<file path="config.mk">
export PLATFORM = sky130hd
export DESIGN_NAME = pgf_sqrt
export DESIGN_NICKNAME = d
export VERILOG_FILES = /design/src/hw/rtl/pgf_sqrt.sv
export SDC_FILE = /design/constraint.sdc
export NUM_CORES = 1
export LEC_CHECK = 0
export ABC_AREA = 1
export ABC_CLOCK_PERIOD_IN_PS = 2100
export BUFFER_PORTS_ARGS = -buffer_cell sky130_fd_sc_hd__buf_2
export CAP_MARGIN = 5
export CORE_ASPECT_RATIO = 1.75
export CORE_MARGIN = 10
export CORE_UTILIZATION = 50
export CTS_BUF_LIST = sky130_fd_sc_hd__clkbuf_8
export DETAILED_ROUTE_END_ITERATION = 7
export PLACE_DENSITY_LB_ADDON = 0.15
export SETUP_SLACK_MARGIN = 0.02
export SYNTH_ARGS = -nofsm -noshare
export SYNTH_HDL_FRONTEND = slang
export SYNTH_SLANG_ARGS = --single-unit
</file>
<file path="constraint.sdc">
create_clock -name clk -period 2.1 [get_ports clk]
set_clock_uncertainty 0.1 [all_clocks]
set_input_delay 0.105 -clock clk [delete_from_list [all_inputs] [get_ports clk]]
set_output_delay 0.105 -clock clk [all_outputs]
set_load 0.01 [all_outputs]
</file>
<file path="src/hw/rtl/pgf_sqrt.sv">
// ----------------------------------------------------------------------------
// pgf_sqrt
// Pipelined integer square root, one root bit per stage, floor result.
// ----------------------------------------------------------------------------
module pgf_sqrt #(
    parameter int IW = 32,
    parameter int OW = (IW + 1) / 2
) (
    input  logic          clk,
    input  logic          en,
    input  logic [IW-1:0] v,
    output logic [OW-1:0] root
);

    localparam int TW = 2*OW + 1;

    logic [TW-1:0] rem_reg  [1:OW];
    logic [OW-1:0] root_reg [1:OW];

    for (genvar k = 0; k < OW; k++) begin : g_step
        localparam int B = OW - 1 - k;
        logic [TW-1:0] cur_rem;
        logic [OW-1:0] cur_root;
        logic [TW-1:0] trial;

        if (k == 0) begin : g_first
            assign cur_rem  = TW'(v);
            assign cur_root = '0;
        end
        else begin : g_next
            assign cur_rem  = rem_reg[k];
            assign cur_root = root_reg[k];
        end

        assign trial = (TW'(cur_root) << (B+1)) + (TW'(1) << (2*B));

        always_ff @(posedge clk)
        begin
            if (en)
            begin
                if (cur_rem >= trial)
                begin
                    rem_reg[k+1]  <= cur_rem - trial;
                    root_reg[k+1] <= cur_root | (OW'(1) << B);
                end
                else
                begin
                    rem_reg[k+1]  <= cur_rem;
                    root_reg[k+1] <= cur_root;
                end
            end
        end
    end

    assign root = root_reg[OW];

endmodule

</file>
==> results.cfg <==
[placement]
place_ws_ns = -0.7144
dp_hpwl_um = 111300
portBuffers = 49
post-place-cells = 5961
gp_congestion = 1.069
placed_area_sq_um = 44490

[critical_path]
critPathTopFamily = simple AND/OR/NAND/NOR gates
slowest_stage = nand3b_1
r2r_cells = 13
path_max_fanout = 8
slowest_delay_ns = 0.47
r2r-start = rem_reg[0][378]$_DFFE_PP_
critPathBufInv = 3
critical_path_class = flip-flop to flip-flop
cp_cell_sequence = ha_4 > nand2_4 > inv_4 > nand2_2 > nor2_1 > nand3b_1 > nor2_4 > nor2_4 > nand2_8 > inv_6 > buf_12 > nand2_2 > nand2_1
crit_path_start_kind = flip-flop
r2r_setup_slack_ns = -0.70
critPathArrivalTime_ns = 3.28
crit_required_ns = 2.58
r2r-end = rem_reg[0][416]$_DFFE_PP_
endpoint_kind = flip-flop

[sta]
final.min_clock_period_ns = 2.798
fin_ws_ns = -0.6982
worstMarginPinSlew_ns = 0.7585
max_freq_mhz = 357.4
setup_viol = 214
relSlewSlack_pct = 49.43
final.period_utilization_pct = 133.2
finalHoldViolCount = 0
slew_violations = 0
rsz0062_at_grt = true

[route]
drt_iter0_drc = 2621
via_per_inst = 5.548
drc = 0
ant_nets = 0
finalWirelength_um = 164500
num_vias = 35830
wl_per_cell_um = 25.47
dr.pass1.iters = 8

[min_path]
hp-class = input port to flip-flop
hold_path_depth = 4
hp-start = v[30]
hold-path-endpoint = rem_reg[0][63]$_DFFE_PP_

[yosys]
syn_avg_cell_area_sq_um = 8.721
yosysTopAreaCell = edfxtp_1
synth_area_leaders = edfxtp_1 (53%), nand2_1 (12%), inv_1 (7.1%)
yosysUniqueCellTypes = 50
synth_top_area_share_pct = 53.07
synth_cells = 4094
synth-edff-count = 631
ys.flop_type = edfxtp_1
synth-async-reset-ratio_pct = 0
synth_seq_cells = 631
syn_nets = 4278
synth_area_sq_um = 35700
yosysWarnings = 0
yosysSeqAreaShare_pct = 53.07

[grt]
grt_antenna_before_repair = 13
grt_pass1_vias = 36800
grtUsageTotal_pct = 37.21
grt_overflow = 0
grt_max_degree = 118
grt_pass1_wl_um = 221600

[final_layout]
final_layout_size_suffix_gt1_share_pct = 45.24
nNetsFinal = 5650
syn2layout_area_growth_pct = 53.78
largest_reg_flops = 495
finish.instance_area_sq_um = 54910
fin_cells = 6458

[clock_network]
htree_levels = 3
cts.path.max_buffers = 3
numClockSinks = 631
clk_pin_slew_ns = 0.07
clk_latency_ns = 0.87
cts_root_buffer = clkbuf_8
cts_tree = done
cts_buffers = 91

[outcome]
violations = setup timing
status = finished, violations left

[die]
ios = 50
initial_utilization_pct = 50.50
die_y_um = 373.5
die_w_um = 222
coreArea_sq_um = 70700
fp.dieArea_sq_um = 82920
rows = 129

[pwr]
peakVddDrop_mv = 0.6937
fin_total_pwr_w = 0.04221
leakagePower_nw = 24.65
power_density_nw_per_um2 = 768.8

[job]
max-cap-violations = 0
cells in the final DEF (no fill, tap or decap), types with 74 or more instances in the layout:
cell	netlist	routed
buf_4	7	1022
nand2_1	1144	764
edfxtp_1	631	631
inv_1	680	548
nor2_1	464	329
nand2_2	22	274
nand3_1	264	177
inv_2	8	145
buf_6	8	127
nand2_4	5	125
nand4_1	101	101
ha_4	0	98
clkbuf_8	0	91
nor2_4	3	82
nor2_2	18	74
through the flow:
stage	utilization (%)	setup TNS, ns	hold slack [ns]
global placement	62.94	-86.53	0.1941
floorplan	-	-0.06846	0.1039
finish	77.66	-56.40	0.1530
global route	77.66	-70.96	0.1200
CTS	71.66	-38.89	0.04091
detailed placement	62.94	-87.51	0.1983
where the power goes:
group / switching, W / total [W] / leakage [nW] / internal (W)
Sequential: 0.00106 / 0.0166 / 6.04 / 0.0155
Clock: 0.00539 / 0.0100 / 0.983 / 0.00466
Combinational: 0.00860 / 0.0156 / 17.6 / 0.00697
Yosys cell counts (all sizes together) (10+ instances only):
library cell and count:
nand2 1171, inv 689, edfxtp 631, nor2 485, nand3 270, ha 150, a21oi 119, o21ai 105
nand4 101, xor2 72, nor3 69, xnor2 54, nor4 37, nand3b 29, buf 23, or2 18
clkbuf 17, and3 10
repair_timing:
item / CTS / global route
endpoints found under the hold margin: 278 / 0
gates resized for setup: 702 / 881
gates cloned: 10 / 3
pin swaps: 182 / 328
buffers inserted: 119 / 168
hold buffers: 64 / 0
endpoints found under the setup margin: 246 / 265
worst min-delay path, stage by stage:
cell and delay [ns]:
dlygate4sd3_1 0.52, buf_2 0.14, nand3_1 0.12, nand2_1 0.11
cells by family after synthesis:
logic type	share of synthesized area [%]
buf+inv	8.032
compound gates	4.044
simple gates	26.50
flops	53.07
fa+ha+maj	5.257
xor+xnor	3.091
how the worst max path moves through the flow:
stage                                     startpoint                         to  slack (ns)  depth (start not counted)
final                      rem_reg[0][378]$_DFFE_PP_  rem_reg[0][416]$_DFFE_PP_       -0.70                         13
after CTS                 root_reg[0][216]$_DFFE_PP_  rem_reg[0][490]$_DFFE_PP_       -0.31                         15
after floorplan            rem_reg[0][466]$_DFFE_PP_  rem_reg[0][504]$_DFFE_PP_      -0.009                         15
after global placement     rem_reg[0][349]$_DFFE_PP_  rem_reg[0][381]$_DFFE_PP_       -0.67                         11
after global routing       rem_reg[0][376]$_DFFE_PP_  rem_reg[0][412]$_DFFE_PP_       -0.83                         13
after detailed placement   rem_reg[0][349]$_DFFE_PP_  rem_reg[0][381]$_DFFE_PP_       -0.71                         11
per-layer routing:
layer	vias up	global-route usage [%]	wire [um]
met5	-	0	134
met4	14	45.12	25160
met1	16830	24.65	40600
li1	16200	-	-
met3	1072	11.04	11750
met2	1712	70.88	86800
layout make-up:
cell class                      count  area, sq um
Timing Repair inverter              3        47.55
Inverter                          689         2670
Multi-Input combinational cell   2737        19280
Fill cell                        4643        15790
Timing Repair Buffer             1313        11030
Clock buffer                       91         1252
Clock inverter                     71        514.2
Tap cell                          917         1147
Antenna cell                        6        15.01
Sequential cell                   631        18950
No activity file was read; power rests on OpenSTA's default activity.
