--- config.mk ---
export PLATFORM = sky130hd
export DESIGN_NAME = pgf_mul
export DESIGN_NICKNAME = d
export VERILOG_FILES = /design/src/hw/rtl/pgf_pkg.sv /design/src/hw/rtl/pgf_mul.sv
export SDC_FILE = /design/constraint.sdc
export NUM_CORES = 2
export LEC_CHECK = 0
export BUFFER_PORTS_ARGS = -buffer_cell sky130_fd_sc_hd__buf_2
export CAP_MARGIN = 10
export CELL_PAD_IN_SITES_DETAIL_PLACEMENT = 0
export CELL_PAD_IN_SITES_GLOBAL_PLACEMENT = 1
export CORE_MARGIN = 2
export CORE_UTILIZATION = 53
export CTS_BUF_LIST = sky130_fd_sc_hd__clkbuf_4
export CTS_CLUSTER_SIZE = 14
export DETAILED_ROUTE_END_ITERATION = 7
export PLACE_DENSITY = 0.92
export SYNTH_ARGS = -nofsm -noshare
export SYNTH_HDL_FRONTEND = slang
export SYNTH_SLANG_ARGS = --single-unit
--- constraint.sdc ---
create_clock -name clk -period 9.1 [get_ports clk]
set_input_delay 0.455 -clock clk [delete_from_list [all_inputs] [get_ports clk]]
set_output_delay 0.455 -clock clk [all_outputs]
set_load 0.01 [all_outputs]
--- src/hw/rtl/pgf_pkg.sv ---
// ----------------------------------------------------------------------------
// pgf_pkg
// Types and constants shared by the pairwise gravity force pipeline.
// ----------------------------------------------------------------------------
package pgf_pkg;

    localparam int COORD_W    = 32;
    localparam int MASS_W     = 16;
    localparam int FORCE_W    = 48;
    localparam int CFG_W      = 32;
    localparam int CFG_IDX_W  = 2;
    localparam int FRAC_W     = 16;
    localparam int SCALE_SH   = 32;
    localparam int MUL_LIMB   = 32;
    localparam int INV_PI_W   = 31;

    localparam logic [INV_PI_W-1:0] INV_PI_Q32    = 31'd1367130551;
    localparam logic [CFG_W-1:0]    GRAVITY_RESET = 32'd655360;
    localparam logic [CFG_W-1:0]    RATIO_RESET   = 32'd65536;

    typedef enum logic [CFG_IDX_W-1:0] {
        CFG_GRAVITY = 2'd0,
        CFG_RATIO   = 2'd1
    } cfg_index_e;

    typedef struct packed {
        logic signed [COORD_W-1:0] self_x;
        logic signed [COORD_W-1:0] self_y;
        logic        [MASS_W-1:0]  self_mass;
        logic signed [COORD_W-1:0] other_x;
        logic signed [COORD_W-1:0] other_y;
        logic        [MASS_W-1:0]  other_mass;
    } pair_t;

    typedef struct packed {
        logic signed [FORCE_W-1:0] force_x;
        logic signed [FORCE_W-1:0] force_y;
        logic                      applied;
    } result_t;

endpackage

--- src/hw/rtl/pgf_mul.sv ---
// ----------------------------------------------------------------------------
// pgf_mul
// Two-stage multiplier: registered limb partial products, then their sum.
// ----------------------------------------------------------------------------
module pgf_mul
    import pgf_pkg::*;
#(
    parameter int AW = 32,
    parameter int BW = 32
) (
    input  logic             clk,
    input  logic             en,
    input  logic [AW-1:0]    a,
    input  logic [BW-1:0]    b,
    output logic [AW+BW-1:0] p
);

    localparam int NA = (AW + MUL_LIMB - 1) / MUL_LIMB;
    localparam int NB = (BW + MUL_LIMB - 1) / MUL_LIMB;
    localparam int SW = MUL_LIMB * (NA + NB);

    logic [NA*MUL_LIMB-1:0] a_ext;
    logic [NB*MUL_LIMB-1:0] b_ext;
    logic [2*MUL_LIMB-1:0]  pp_reg [NA*NB];
    logic [SW-1:0]          sum;
    logic [AW+BW-1:0]       p_reg;

    assign a_ext = (NA*MUL_LIMB)'(a);
    assign b_ext = (NB*MUL_LIMB)'(b);

    always_ff @(posedge clk)
    begin
        if (en)
        begin
            for (int i = 0; i < NA; i++)
            begin
                for (int j = 0; j < NB; j++)
                begin
                    pp_reg[i*NB+j] <= a_ext[i*MUL_LIMB +: MUL_LIMB]
                                    * b_ext[j*MUL_LIMB +: MUL_LIMB];
                end
            end
        end
    end

    always_comb
    begin
        sum = '0;
        for (int i = 0; i < NA; i++)
        begin
            for (int j = 0; j < NB; j++)
            begin
                sum = sum + (SW'(pp_reg[i*NB+j]) << (MUL_LIMB*(i+j)));
            end
        end
    end

    always_ff @(posedge clk)
    begin
        if (en)
        begin
            p_reg <= sum[AW+BW-1:0];
        end
    end

    assign p = p_reg;

endmodule

==> out/results.txt <==
I/O Pins: 130
setup tns final: 0 ns
Die Y-Extent: 268.6 um
dominant cell type by area after synthesis: fa_1
Area contributors post-synth: fa_1 (48%), edfxtp_1 (10%), and2_1 (10%)
largest delay contributor family on the critical path: adder cells
commonest cells after routing, fill and taps aside: fa_1 (896), inv_1 (861), and2_1 (599)
Synth-to-Final Area Change: 4.168%
Peak Freq: 118.7 MHz
Arrival @ worst endpoint: 8.70 ns
Clock Pin Slew Worst Setup and Hold Paths: 0.12 ns
startpoint type of the worst setup path: input port
Final Hold Viols: 0
Synth top area share: 0.4835
CP dominant cell by count: fa_1
RSZ-0062 raised after global routing: false
compound-gate portion of the synthesized area: 0.03582
Max clock buf depth: 2
CP bufs+invs: 3
simple logic cell fraction of the synthesized area: 0.1624
Yosys reg bits: 128
Primary FF master, synth: edfxtp_1
Critical Path Fanout Max: 32
failing checks: design-rule violations
most common cell after layout, fill and taps aside: fa_1
DP HPWL: 76,150 um
First-pass DRT Iterations: 7
Setup Fix Bufs, Post-CTS: 0
Layout Skew: 0.01966 ns
initial antenna violation count: 4
largest net degree at the start of global routing: 79
1st-iter DRT viols: 1,698
cell depth of the worst setup path: 23
final worst setup slack: 0.6763 ns
H-tree depth: 4
Hold/Removal Path Class: register to register
CTS root buffer: clkbuf_4
status: complete, but fails checks
Avg Vias per Cell: 5.411
main combinational cell family by area after synthesis: adder cells
mux cell area share after synthesis: 0.0002698
r2r setup slk: 8.41 ns
synthesized area: 0.03710 mm^2
Reg-to-Reg End: p[20]
TritonCTS clock tree: built
Hold Buf Count CTS: 0
sequential share of the synthesized area: 0.1036
syn_area_per_cell: 9.786 um^2
Synth cell types: 71
initial core utilization: 0.5325
Slowest-stage cell, CP: fa_1
post-layout min period: 8.424 ns
total length of routed wires: 94,470 um
final period utilization: 0.9257
Setup CP Type: input port to register
Final GP Congestion: 0.9015
Buffers on Ports: 129
post-CTS sizing: 0
R2R depth: 0
Routed Antenna Nets: 0
GRT Total Usage: 0.2777
clk_lat worst skew: 0.54 ns
Ys Warns: 0
Post-route DRC: 2
critical path cell sequence: buf_2, and2_1, fa_1, fa_1, inv_1, fa_1, fa_1, inv_1, fa_1, fa_1, fa_1, fa_1, ha_1, nand2_1, nor2_1, a211o_2, a2111o_1, a32oi_1, a31oi_1, a221o_1, a221oi_1, o21ai_1, xor2_1
clk sinks: 128
crit path capture: pp_reg[0][60]
Reg-to-Reg Start: pp_reg[0][20]
vias in the first global route: 28,690
share of cells above drive strength 1: 0.05645
syn_nets: 5,016
max-cap violation count: 0
per-cell routed wire length: 20.04 um
total core area: 0.06966 mm^2
Post-synth EDFFs: 128
FP Rows: 97
full die area: 0.07213 mm^2
chip width: 268.6 um
adder-cell share of the synthesized area: 0.5722
Worst slew margin: 0.3253
Worst EP required: 9.37 ns
slowest stage delay, CP: 0.61 ns
Cells after Synth: 3,791
CP Capture Type: register
CTS buffer count: 17
XOR/XNOR share of the synthesized area: 0.01464
DR vias: 25,510
asr flop ratio synth: 0
Slew Viols, Final: 0
beginning of the critical path: b[9]
nets: 4,985
Slew @ Worst Pin: 1.012 ns
total congestion overflow: 0
first-pass GRT wire length: 153,100 um
Place WS: 0.2614 ns
endpoints failing setup: 0
==> worst min-delay path by stage <==
| stage | startpoint | end | slack, ns | depth (start not counted) |
|---|---|---|---|---|
| 3_5_place_dp | pp_reg[0][15] | p[15] | 0.40 | 0 |
| 4_1_cts | en | pp_reg[0][58] | 0.40 | 1 |
| 2_1_floorplan | pp_reg[0][0] | p[0] | 0.40 | 0 |
| 5_1_grt | en | pp_reg[0][62] | 0.40 | 1 |
| 3_3_place_gp | pp_reg[0][10] | p[10] | 0.40 | 0 |
| 6_report | pp_reg[0][53] | p[53] | 0.41 | 0 |
==> per-layer routing <==
metal / track usage / routed length [um] / vias up
met5: 0 / 13 / -
met2: 0.4967 / 49490 / 878
met4: 0.1462 / 5625 / 2
met3: 0.03233 / 4668 / 310
met1: 0.3287 / 34670 / 13310
li1: - / - / 11020
==> per-stage QoR <==
| step | hold WS [ns] | cell area [um^2] | utilization | instances |
|---|---|---|---|---|
| finish | 0.4070 | 38650 | 0.5547 | 4715 |
| global route | 0.4014 | 38640 | 0.5547 | 4714 |
| CTS | 0.3997 | 38640 | 0.5547 | 4713 |
| detailed placement | 0.4045 | 38300 | 0.5497 | 4681 |
| global placement | 0.4013 | 38300 | 0.5497 | 4681 |
| floorplan | 0.4003 | 37100 | - | 3791 |
==> cell families after synthesis <==
group           Yosys count
buf+inv                1075
xor+xnor                 62
fa+ha+maj              1159
mux                       1
simple gates           1164
flops                   128
compound gates          202
==> cell usage after synthesis (10+ instances only) <==
library cell  number
nor2_1            31
ha_1             263
a31oi_1           15
inv_1            861
a21oi_1           65
xnor2_1           35
nand3_1           10
nand2_1          473
clkbuf_1         204
fa_1             896
and2_1           599
nand4_1           18
edfxtp_1         128
a21o_1            32
o21ai_0           36
xor2_1            27
==> area by class of cell <==
type	count	area, um^2
fillers	6237	31020
multi-input cells	2588	29130
flip-flops and latches	128	3844
inverters	861	3232
well taps	940	1176
repair buffers	164	910.9
clock inverters	14	210.2
clock buffers	18	135.1
diodes	2	5.005
Power is not shown: default switching activity piles up to over one toggle a cycle in this logic, so the estimate is an artifact.
